--- src/sv/dtp_pkg.sv ---
// ----------------------------------------------------------------------------
// Decimal text parser package
// Shared types and constants for the decimal text to int32 parser.
// ----------------------------------------------------------------------------
package dtp_pkg;

    // Byte offset saturation point and the width of the reported offset
    localparam int MAX_OFFSET = 4095;
    localparam int OFFSET_W   = 12;
    localparam int CNT_W      = $clog2(MAX_OFFSET + 1);

    // Depth of the queue between front and back
    localparam int QUEUE_DEPTH = 2;

    // Character codes
    localparam logic [7:0] CH_SPACE = 8'h20;
    localparam logic [7:0] CH_LF    = 8'h0A;
    localparam logic [7:0] CH_TAB   = 8'h09;
    localparam logic [7:0] CH_VT    = 8'h0B;
    localparam logic [7:0] CH_FF    = 8'h0C;
    localparam logic [7:0] CH_CR    = 8'h0D;
    localparam logic [7:0] CH_MINUS = 8'h2D;
    localparam logic [7:0] CH_PLUS  = 8'h2B;
    localparam logic [7:0] CH_ZERO  = 8'h30;
    localparam logic [7:0] CH_NINE  = 8'h39;

    // Magnitude limits and the overflow threshold for a zero digit:
    // (limit - d) / 10 is this value, less one for the top digits.
    localparam logic [31:0] POS_LIMIT  = 32'h7FFF_FFFF;
    localparam logic [31:0] NEG_LIMIT  = 32'h8000_0000;
    localparam logic [31:0] THRESH     = 32'd214748364;
    localparam logic [3:0]  RADIX      = 4'd10;
    localparam logic [3:0]  POS_TOP_D  = 4'd8;
    localparam logic [3:0]  NEG_TOP_D  = 4'd9;

    // Byte class as seen by the back end
    typedef enum logic [2:0] {
        KIND_SPACE,
        KIND_MINUS,
        KIND_PLUS,
        KIND_DIGIT,
        KIND_OTHER
    } kind_t;

    typedef struct packed {
        kind_t      kind;
        logic [3:0] digit;
    } tok_t;

endpackage

--- src/sv/dtp_front.sv ---
// ----------------------------------------------------------------------------
// Decimal text parser front end
// Accepts text bytes, classifies them and hands tokens to the queue.
// ----------------------------------------------------------------------------
module dtp_front (
    input  logic          aclk,
    input  logic          aresetn,
    input  logic          s_valid,
    output logic          s_ready,
    input  logic [7:0]    s_text_byte,
    output logic          push_valid,
    input  logic          push_ready,
    output dtp_pkg::tok_t push_tok
);

    logic          valid_reg;
    dtp_pkg::tok_t tok_reg;
    dtp_pkg::tok_t tok_next;
    logic [7:0]    digit_wide;

    // Classify the incoming byte
    always_comb begin
        digit_wide     = s_text_byte - dtp_pkg::CH_ZERO;
        tok_next.digit = digit_wide[3:0];
        if (s_text_byte == dtp_pkg::CH_SPACE || s_text_byte == dtp_pkg::CH_LF ||
            s_text_byte == dtp_pkg::CH_TAB || s_text_byte == dtp_pkg::CH_VT ||
            s_text_byte == dtp_pkg::CH_FF || s_text_byte == dtp_pkg::CH_CR) begin
            tok_next.kind = dtp_pkg::KIND_SPACE;
        end else if (s_text_byte == dtp_pkg::CH_MINUS) begin
            tok_next.kind = dtp_pkg::KIND_MINUS;
        end else if (s_text_byte == dtp_pkg::CH_PLUS) begin
            tok_next.kind = dtp_pkg::KIND_PLUS;
        end else if (s_text_byte >= dtp_pkg::CH_ZERO && s_text_byte <= dtp_pkg::CH_NINE) begin
            tok_next.kind = dtp_pkg::KIND_DIGIT;
        end else begin
            tok_next.kind = dtp_pkg::KIND_OTHER;
        end
    end

    // Stage register: refills whenever it is empty or draining
    assign s_ready    = !valid_reg || push_ready;
    assign push_valid = valid_reg;
    assign push_tok   = tok_reg;

    always_ff @(posedge aclk) begin
        if (!aresetn) begin
            valid_reg <= 1'b0;
        end else if (s_ready) begin
            valid_reg <= s_valid;
        end
        if (s_valid && s_ready) begin
            tok_reg <= tok_next;
        end
    end

endmodule

--- src/sv/dtp_queue.sv ---
// ----------------------------------------------------------------------------
// Decimal text parser token queue
// Short register FIFO that decouples the front end from the back end.
// ----------------------------------------------------------------------------
module dtp_queue (
    input  logic          aclk,
    input  logic          aresetn,
    input  logic          push_valid,
    output logic          push_ready,
    input  dtp_pkg::tok_t push_tok,
    output logic          pop_valid,
    input  logic          pop_ready,
    output dtp_pkg::tok_t pop_tok
);

    localparam int PTR_W  = (dtp_pkg::QUEUE_DEPTH > 1) ? $clog2(dtp_pkg::QUEUE_DEPTH) : 1;
    localparam int FILL_W = $clog2(dtp_pkg::QUEUE_DEPTH + 1);
    localparam logic [PTR_W-1:0]  LAST_PTR = PTR_W'(dtp_pkg::QUEUE_DEPTH - 1);
    localparam logic [FILL_W-1:0] FULL     = FILL_W'(dtp_pkg::QUEUE_DEPTH);

    dtp_pkg::tok_t     entries_reg [dtp_pkg::QUEUE_DEPTH];
    logic [PTR_W-1:0]  wr_ptr_reg, wr_ptr_next;
    logic [PTR_W-1:0]  rd_ptr_reg, rd_ptr_next;
    logic [FILL_W-1:0] fill_reg, fill_next;
    logic              do_push, do_pop;

    assign push_ready = (fill_reg != FULL);
    assign pop_valid  = (fill_reg != '0);
    assign pop_tok    = entries_reg[rd_ptr_reg];
    assign do_push    = push_valid && push_ready;
    assign do_pop     = pop_valid && pop_ready;

    // Pointer and fill bookkeeping
    always_comb begin
        wr_ptr_next = wr_ptr_reg;
        rd_ptr_next = rd_ptr_reg;
        fill_next   = fill_reg;
        if (do_push) begin
            wr_ptr_next = (wr_ptr_reg == LAST_PTR) ? '0 : wr_ptr_reg + 1'b1;
        end
        if (do_pop) begin
            rd_ptr_next = (rd_ptr_reg == LAST_PTR) ? '0 : rd_ptr_reg + 1'b1;
        end
        if (do_push && !do_pop) begin
            fill_next = fill_reg + 1'b1;
        end else if (do_pop && !do_push) begin
            fill_next = fill_reg - 1'b1;
        end
    end

    always_ff @(posedge aclk) begin
        if (!aresetn) begin
            wr_ptr_reg <= '0;
            rd_ptr_reg <= '0;
            fill_reg   <= '0;
        end else begin
            wr_ptr_reg <= wr_ptr_next;
            rd_ptr_reg <= rd_ptr_next;
            fill_reg   <= fill_next;
        end
        if (do_push) begin
            entries_reg[wr_ptr_reg] <= push_tok;
        end
    end

endmodule

--- src/sv/dtp_back.sv ---
// ----------------------------------------------------------------------------
// Decimal text parser back end
// Runs the parse state over tokens and holds the result beat register.
// ----------------------------------------------------------------------------
module dtp_back (
    input  logic                          aclk,
    input  logic                          aresetn,
    input  logic                          pop_valid,
    output logic                          pop_ready,
    input  dtp_pkg::tok_t                 pop_tok,
    output logic                          m_valid,
    input  logic                          m_ready,
    output logic signed [31:0]            m_parsed_value,
    output logic [dtp_pkg::OFFSET_W-1:0]  m_end_offset,
    output logic                          m_overflow_stop
);

    typedef enum logic {
        PH_SKIP,
        PH_DIGITS
    } phase_t;

    localparam logic [dtp_pkg::CNT_W-1:0] CNT_MAX = dtp_pkg::CNT_W'(dtp_pkg::MAX_OFFSET);

    phase_t                     phase_reg, phase_next;
    logic                       neg_reg, neg_next;
    logic [31:0]                mag_reg, mag_next;
    logic [dtp_pkg::CNT_W-1:0]  cnt_reg, cnt_next;
    logic [dtp_pkg::CNT_W-1:0]  cnt_inc;
    logic                       out_valid_reg;
    logic signed [31:0]         out_value_reg;
    logic [dtp_pkg::OFFSET_W-1:0] out_offset_reg;
    logic                       out_ovf_reg;
    logic [31:0]                thr;
    logic [31:0]                cnt_wide;
    logic                       take_digits;
    logic                       emit;
    logic                       ovf;
    logic                       do_pop;

    // Overflow threshold for this digit, saturating byte count
    always_comb begin
        thr      = dtp_pkg::THRESH - 32'(pop_tok.digit >=
                   (neg_reg ? dtp_pkg::NEG_TOP_D : dtp_pkg::POS_TOP_D));
        cnt_inc  = (cnt_reg == CNT_MAX) ? cnt_reg : cnt_reg + 1'b1;
        cnt_wide = 32'(cnt_reg);
    end

    // Parse step for the token at the head of the queue
    always_comb begin
        phase_next  = phase_reg;
        neg_next    = neg_reg;
        mag_next    = mag_reg;
        cnt_next    = cnt_reg;
        take_digits = 1'b0;
        emit        = 1'b0;
        ovf         = 1'b0;
        if (phase_reg == PH_SKIP) begin
            case (pop_tok.kind)
                dtp_pkg::KIND_SPACE: begin
                    cnt_next = cnt_inc;
                end
                dtp_pkg::KIND_MINUS, dtp_pkg::KIND_PLUS: begin
                    neg_next   = (pop_tok.kind == dtp_pkg::KIND_MINUS);
                    phase_next = PH_DIGITS;
                    cnt_next   = cnt_inc;
                end
                default: begin
                    take_digits = 1'b1;
                end
            endcase
        end else begin
            take_digits = 1'b1;
        end
        if (take_digits) begin
            if (pop_tok.kind == dtp_pkg::KIND_DIGIT) begin
                if (mag_reg > thr) begin
                    emit = 1'b1;
                    ovf  = 1'b1;
                end else begin
                    mag_next   = mag_reg * 32'(dtp_pkg::RADIX) + 32'(pop_tok.digit);
                    cnt_next   = cnt_inc;
                    phase_next = PH_DIGITS;
                end
            end else begin
                emit = 1'b1;
            end
        end
        // A result returns the parser to its start state
        if (emit) begin
            phase_next = PH_SKIP;
            neg_next   = 1'b0;
            mag_next   = '0;
            cnt_next   = '0;
        end
    end

    // A token only waits when it must produce a beat and the slot is held
    assign pop_ready = !emit || !out_valid_reg || m_ready;
    assign do_pop    = pop_valid && pop_ready;

    always_ff @(posedge aclk) begin
        if (!aresetn) begin
            phase_reg     <= PH_SKIP;
            neg_reg       <= 1'b0;
            mag_reg       <= '0;
            cnt_reg       <= '0;
            out_valid_reg <= 1'b0;
        end else begin
            if (do_pop) begin
                phase_reg <= phase_next;
                neg_reg   <= neg_next;
                mag_reg   <= mag_next;
                cnt_reg   <= cnt_next;
            end
            if (do_pop && emit) begin
                out_valid_reg <= 1'b1;
            end else if (m_ready) begin
                out_valid_reg <= 1'b0;
            end
        end
        if (do_pop && emit) begin
            out_value_reg  <= neg_reg ? signed'(32'd0 - mag_reg) : signed'(mag_reg);
            out_offset_reg <= cnt_wide[dtp_pkg::OFFSET_W-1:0];
            out_ovf_reg    <= ovf;
        end
    end

    assign m_valid         = out_valid_reg;
    assign m_parsed_value  = out_value_reg;
    assign m_end_offset    = out_offset_reg;
    assign m_overflow_stop = out_ovf_reg;

    // Start state carries no partial number
    a_skip_clear: assert property (@(posedge aclk) disable iff (!aresetn)
        (phase_reg == PH_SKIP) |-> (mag_reg == '0 && !neg_reg))
        else $error("parser in skip phase with non-zero magnitude or sign");

    // Magnitude never leaves the signed 32-bit range for its sign
    a_mag_range: assert property (@(posedge aclk) disable iff (!aresetn)
        mag_reg <= (neg_reg ? dtp_pkg::NEG_LIMIT : dtp_pkg::POS_LIMIT))
        else $error("magnitude beyond its limit");

    // Byte count saturates
    a_cnt_sat: assert property (@(posedge aclk) disable iff (!aresetn)
        cnt_reg <= CNT_MAX)
        else $error("byte count above saturation point");

    // A stopping token always lands a result beat
    a_emit_beat: assert property (@(posedge aclk) disable iff (!aresetn)
        (do_pop && emit) |=> (out_valid_reg && out_ovf_reg == $past(ovf)))
        else $error("stopping token did not produce a result beat");

endmodule

--- src/sv/decimal_text_to_int32_parser.sv ---
// ----------------------------------------------------------------------------
// Decimal text to int32 parser
// Parses a byte stream of decimal text into signed 32-bit results.
// ----------------------------------------------------------------------------
// Input channel s_*: one text byte per beat. Leading whitespace is skipped,
// one optional sign is taken, then digits are gathered. The first non-digit
// byte, or a digit that would overflow the signed 32-bit range, stops the
// parse; that byte is dropped and one result beat goes out on m_*:
// m_parsed_value, m_end_offset (bytes consumed before the stopping byte,
// saturating at 4095) and m_overflow_stop. All other bytes give no beat.
// Throughput: one byte per cycle sustained while no result beat is held back
// by m_ready; the back end does one multiply-by-ten and add per cycle on
// the running magnitude. A stopping byte passes through the front classify
// register and the token queue; the back end loads its output register as
// it pops the token.
// Reset (aresetn low, synchronous) empties the pipeline and returns the
// parser to its whitespace-skipping start state.
// When m_ready is low the result register holds its beat; the back end
// keeps consuming bytes that give no result, and the queue and front
// stage fill up before s_ready drops.
// ----------------------------------------------------------------------------
module decimal_text_to_int32_parser (
    input  logic                          aclk,
    input  logic                          aresetn,
    input  logic                          s_valid,
    output logic                          s_ready,
    input  logic [7:0]                    s_text_byte,
    output logic                          m_valid,
    input  logic                          m_ready,
    output logic signed [31:0]            m_parsed_value,
    output logic [dtp_pkg::OFFSET_W-1:0]  m_end_offset,
    output logic                          m_overflow_stop
);

    logic          push_valid, push_ready;
    dtp_pkg::tok_t push_tok;
    logic          pop_valid, pop_ready;
    dtp_pkg::tok_t pop_tok;

    dtp_front u_front (
        .aclk        (aclk),
        .aresetn     (aresetn),
        .s_valid     (s_valid),
        .s_ready     (s_ready),
        .s_text_byte (s_text_byte),
        .push_valid  (push_valid),
        .push_ready  (push_ready),
        .push_tok    (push_tok)
    );

    dtp_queue u_queue (
        .aclk       (aclk),
        .aresetn    (aresetn),
        .push_valid (push_valid),
        .push_ready (push_ready),
        .push_tok   (push_tok),
        .pop_valid  (pop_valid),
        .pop_ready  (pop_ready),
        .pop_tok    (pop_tok)
    );

    dtp_back u_back (
        .aclk            (aclk),
        .aresetn         (aresetn),
        .pop_valid       (pop_valid),
        .pop_ready       (pop_ready),
        .pop_tok         (pop_tok),
        .m_valid         (m_valid),
        .m_ready         (m_ready),
        .m_parsed_value  (m_parsed_value),
        .m_end_offset    (m_end_offset),
        .m_overflow_stop (m_overflow_stop)
    );

endmodule

--- config.mk ---
export PLATFORM = sky130hd
export DESIGN_NAME = decimal_text_to_int32_parser
export DESIGN_NICKNAME = d
export VERILOG_FILES = /design/src/sv/dtp_pkg.sv /design/src/sv/dtp_front.sv /design/src/sv/dtp_queue.sv /design/src/sv/dtp_back.sv /design/src/sv/decimal_text_to_int32_parser.sv
export SDC_FILE = /design/constraint.sdc
export NUM_CORES = 1
export LEC_CHECK = 0
export ABC_AREA = 1
export BUFFER_PORTS_ARGS = -buffer_cell sky130_fd_sc_hd__buf_2
export CAP_MARGIN = 20
export CORE_MARGIN = 5
export CORE_UTILIZATION = 57
export CTS_BUF_LIST = sky130_fd_sc_hd__clkbuf_4
export DETAILED_ROUTE_END_ITERATION = 7
export GPL_ROUTABILITY_DRIVEN = 0
export PLACE_DENSITY_LB_ADDON = 0.05
export SLEW_MARGIN = 40
export SYNTH_ARGS = -nofsm -noshare
export SYNTH_HDL_FRONTEND = slang
export SYNTH_HIERARCHICAL = 1
export SYNTH_SLANG_ARGS = --single-unit
--- constraint.sdc ---
create_clock -name aclk -period 5.6 [get_ports aclk]
set_clock_uncertainty 0.1 [all_clocks]
set_input_delay 0.56 -clock aclk [delete_from_list [all_inputs] [get_ports aclk]]
set_output_delay 0.56 -clock aclk [all_outputs]
set_load 0.03 [all_outputs]
==> After elaboration in Yosys (flattened, before gate mapping) <==
Memory sizes are Yosys's and may differ from the RTL's. A register that Yosys moved wholly into a read port is not among the register bits.
Cells that the tools add are included.
{ "op_classes": {"n_addsub": 9, "n_mul": 1, "magnitude_cmp": 4, "eq_ne": 15, "n_mux": 40, "n_reduce_logical": 34} }
{ "op_table": {"columns": ["op", "n"], "rows": [
  ["32-bit two-way mux", 5],
  ["12-bit two-way mux", 7],
  ["8-bit by 4-bit == test with 1-bit output, second input constant", 5],
  ["32-bit by 4-bit adder with 32-bit output", 1],
  ["32-bit > comparator", 1],
  ["32-bit by 3-bit multiplier with 31-bit output, second input constant", 1],
  ["1-bit by 32-bit subtractor with 32-bit output, first input constant", 1],
  ["28-bit by 1-bit subtractor with 29-bit output, first input constant", 1],
  ["8-bit by 6-bit == test with 1-bit output, second input constant", 3],
  ["1-bit two-way mux", 24],
  ["12-bit by 1-bit adder with 12-bit output, second input constant", 1],
  ["12-bit == test, second input constant", 1],
  ["2-bit nonzero test", 6],
  ["8-bit by 6-bit greater-or-equal comparator with 1-bit output, second input constant", 1],
  ["8-bit by 6-bit less-or-equal comparator with 1-bit output, second input constant", 1],
  ["1-bit logical OR", 8],
  ["1-bit logical AND", 7],
  ["3-bit by 2-bit == test with 1-bit output, second input constant", 2],
  ["2-bit two-way mux", 3],
  ["3-bit OR reduction", 2],
  ["1-bit zero test", 5],
  ["4-bit greater-or-equal comparator", 1],
  ["2-bit inequality test, second input constant", 2],
  ["4-bit AND reduction", 1],
  ["11 further kinds", 13]
]} }
{ "word_totals": {"regBits": 104, "ram_bits": 14, "input_bits": 12, "out_inout_bits": 47, "word_cells": 120, "mem_count": 1} }
{ "mem_list": {"columns": ["memory", "words", "width", "rd", "rd_ports_with_merged_regs", "write_ports", "line_no", "text"], "rows": [
  ["u_queue.entries_reg", 2, 7, 1, 1, 1, "dtp_queue.sv:21", "dtp_pkg::tok_t entries_reg [dtp_pkg::QUEUE_DEPTH];"]
]} }

==> Depth between registers and ports, before layout <==
{ "depth": {"depth_word": 14, "ltp_mapped": 29, "depth_no_buf": 28} }

==> By module <==
Netlist, hierarchy kept.
{ "by_module_without_submodules": {"columns": ["module", "instances", "cells_per_inst", "area_each_um2", "seq_area_each_um2"], "rows": [
  ["dtp_back", 1, 1211, 8187.9, 2292.2],
  ["dtp_queue", 1, 59, 755.7, 520.5],
  ["dtp_front", 1, 42, 376.6, 230.2]
]} }

==> Least setup slack after synthesis <==
OpenSTA, ideal clock, no wires.
{ "synth_timing": {"path_type": "flip-flop to flip-flop", "startpoint": "reg with a tool-made name", "endpoint": "reg u_back.out_offset_reg (netlist bit u_back/m_end_offset[0]), enable pin", "setup_time_ns": 0.399, "arrival_ns": 3.447, "t_required_ns": 5.101, "path_slack_ns": 1.654, "stages_incl_launch_ff": 24, "n_path_buf": 1, "synth_period_minus_slack_ns": 3.946, "cell_sequence": "dfxtp_1 -> buf_2 -> mux2_2 -> inv_1 -> ha_1 -> nor2_1 -> nand3b_1 -> and2_1 -> inv_1 -> ha_1 -> inv_1 -> o21bai_1 -> nand3_1 -> nand3_1 -> nand2_1 -> nand2_1 -> nand2_1 -> nand2_2 -> nand2_4 -> nand2_4 -> nand2_2 -> inv_4 -> nand3_2 -> inv_1"} }
{ "synth_rtl": {"columns": ["element", "line_no", "text"], "rows": [
  ["to (signal assigned)", "dtp_back.sv:124", "out_offset_reg <= cnt_wide[dtp_pkg::OFFSET_W-1:0];"],
  ["to (decl)", "dtp_back.sv:32", "logic [dtp_pkg::OFFSET_W-1:0] out_offset_reg;"]
]} }

==> impl_metrics.toml <==
[status]
status = "finished, final reports clean"

[cts]
root_buffer = "clkbuf_4"
cts_hold_buffers = 0
htree_levels = 4
cts.path.max_buffers = 2
numCtsBuffers = 17
cts_resized = 0
cts_tree = "done"
clk_pin_slew_ns = 0.11
cts_setup_buffers = 0
clk_latency_ns = 0.51
clock-sinks = 119

[drt]
via_count = 8326
totalWireLength_mm = 21.77
detail-route-antenna-nets = 0
dr.pass1.iters = 7
wl_per_cell_um = 13.57
drc = 0
vias_per_cell = 5.191
drtIter0Drc = 696

[global_route]
grt_overflow = 0
antenna_found_initial = 0
track_usage = 0.2342
grt_pass1_wl_mm = 35.51
grt_pass1_vias = 7283
grt_start_max_net_pins = 46

[power]
p_int_w = 0.001818
total_leakage_power_nw = 4.907
pwr-share-comb = 0.414
p_sw_frac = 0.4354
pwr_density_cell_nw_per_um2 = 319.9
ir_drop_mv = 0.2413
clock_power_share = 0.185
p_switching_w = 0.001402
pwr-share-seq = 0.400

[sta]
clock.fmax_mhz = 257.5
layout_setup_ws_ns = 1.717
tightest_slew_ns = 0.6802
finalSetupViolCount = 0
fin_tns_setup_ns = 0
whs_ns = 0.1788
min_period_ns = 3.883
maxSlewViolCount = 0
period_share = 0.6934
rsz0062_at_grt = "false"
slew_headroom = 0.5465
finalHoldViolations = 0

[floorplan]
die_h_um = 137.9
core_um2 = 15940
io_pins = 59
start_util = 0.5846
die_w_um = 137.9
dieArea_um2 = 19010
rows = 46

[critical_path]
worst_setup_path_end_kind = "flip-flop"
crit_arrival_ns = 3.92
r2r_slack_ns = 1.72
crit_path_start_kind = "flip-flop"
worstRegToRegCells = 22
r2r-end = "u_back/m_parsed_value[29]$_DFFE_PP_"
crit_path_end = "u_back/m_parsed_value[29]$_DFFE_PP_"
cp.required_ns = 5.64
worstSetupPathType = "flip-flop to flip-flop"
crit_path_max_fanout = 45

[hold_path]
worstHoldStart = "s_text_byte[0]"
min_path_type = "primary input to flip-flop"
hold_depth = 1

[synthesis]
yosysWarnings = 6
synth_area_leaders = "edfxtp_1 (21%), nand2_1 (17%), dfxtp_1 (11%)"
ys_types = 54
synth_top_area_frac = 0.2126
async_reset_ff_frac = 0
yosysTopAreaCell = "edfxtp_1"
synth_ff_type = "edfxtp_1"
syn-mean-instance-area_um2 = 7.104
syn-num-nets = 1391
synth_seq_area_share = 0.3265
ys_seq_elements = 119
synth_edf_count = 66
synthCells = 1312
netlist_area_um2 = 9320

[cells_and_area]
drive_above_1_share = 0.1383
final_nets = 1454
syn_to_final_growth_pct = 7.988
fillers = 1509
final_core_util = 0.6313
n_antenna_cell = 0
multi_input_area_um2 = 5419
register_area_um2 = 3043

[placement]
dp_hpwl_mm = 17.09
place.port_buffers = 58
place_ws_ns = 1.756

[flow_run]
max-cap-violations = 0
[per-stage QoR]
stage,instances,area [um2],power [W]
4_1_cts,1604,10060,0.003242
5_1_grt,1604,10060,0.003430
6_report,1604,10060,0.003220
2_1_floorplan,1312,9320,0.002342
3_3_place_gp,1572,9788,0.002627
3_5_place_dp,1572,9791,0.002641
[area by class of cell]
type	instances	share of cell area
well taps	216	0.02685
inverters	199	0.07484
multi-input cells	978	0.5384
clock buffers	19	0.01417
clock inverters	13	0.01305
flip-flops and latches	119	0.3023
repair buffers	60	0.03033
[power by group through the flow]
stage               combinational, W  clock (W)  sequential [W]
CTS                          0.00134   0.000613         0.00129
global route                 0.00147   0.000653         0.00131
detailed placement           0.00133          0         0.00131
global placement             0.00132          0         0.00131
floorplan                   0.000739          0         0.00160
finish                       0.00133   0.000596         0.00129
[cells by family (layout without fill, tap and decap cells)]
group / Yosys count / after routing / synth area share
simple gates: 751 / 751 / 0.3724
buf+inv: 215 / 291 / 0.09209
flops: 119 / 119 / 0.3265
compound gates: 106 / 106 / 0.06404
fa+ha+maj: 67 / 67 / 0.09156
xor+xnor: 47 / 47 / 0.04497
mux: 7 / 7 / 0.008458
[cells in the final DEF (no fill, tap or decap), types with 16 or more instances in the layout]
cell type,count
edfxtp_1,66
dfxtp_1,53
clkbuf_4,19
xor2_1,31
buf_2,58
nand2_1,418
a21oi_1,60
o21ai_0,21
inv_1,182
nand3_1,89
ha_1,65
nor2_1,119
nand2_2,19
nand4_1,20
nor3_1,16
[critical path: stages (launching register included)]
cell and delay (ns):
dfxtp_1 0.52, mux2_2 0.39, inv_1 0.06, ha_1 0.22, nor2_1 0.10, nand3b_1 0.07
and2_1 0.17, inv_1 0.06, ha_1 0.13, inv_1 0.04, o21bai_1 0.11, nand3_1 0.08
nand3_1 0.08, nand2_1 0.05, nand2_1 0.06, nand2_1 0.06, nand2_2 0.08, nand2_4 0.09
nand2_4 0.10, nand2_2 0.13, inv_4 0.18, nand3_2 0.15, inv_4 0.46
[worst min-delay path by stage]
stage,endpoint,slack [ns]
2_1_floorplan,u_queue/entries_reg[0][0]$_DFFE_PP_,0.32
3_3_place_gp,u_queue/entries_reg[0][4]$_DFFE_PP_,0.32
3_5_place_dp,u_queue/entries_reg[0][3]$_DFFE_PP_,0.33
4_1_cts,u_front/push_tok[0]$_DFFE_PP_,0.13
5_1_grt,u_front/push_tok[0]$_DFFE_PP_,0.12
6_report,u_front/push_tok[0]$_DFFE_PP_,0.18
[cell usage after synthesis (3+ instances only)]
library cell  number
nor2_2            10
xor2_1            31
and2_1             3
nand3_4            4
dfxtp_1           53
nor3b_1            3
inv_1            183
nand3_2           10
nor3_2             6
nor3_1            16
o21ai_0           21
buf_6              5
xnor2_1           15
nand3_1           89
nand3b_1           8
nand2_2           19
inv_2             11
nand2_4            7
nand4_1           20
a21oi_1           60
clkinv_1           3
o21bai_1           4
o21ai_1            5
ha_1              65
nand2_1          418
o211ai_1           5
edfxtp_1          66
mux2_2             7
nor2_1           119
a21oi_2            3
nor2_4             9
clkbuf_1           5
[per-layer routing]
| layer | vias up | GRT usage | part of all wire | wire length [um] |
|---|---|---|---|---|
| li1 | 4344 | - | - | - |
| met2 | 236 | 0.3666 | 0.44 | 9654 |
| met3 | 29 | 0.03810 | 0.059 | 1282 |
| met5 | - | 0 | 0 | 0 |
| met4 | 0 | 0.05434 | 0.017 | 371 |
| met1 | 3717 | 0.3414 | 0.48 | 10460 |
Power figures use the tool's default switching activity.
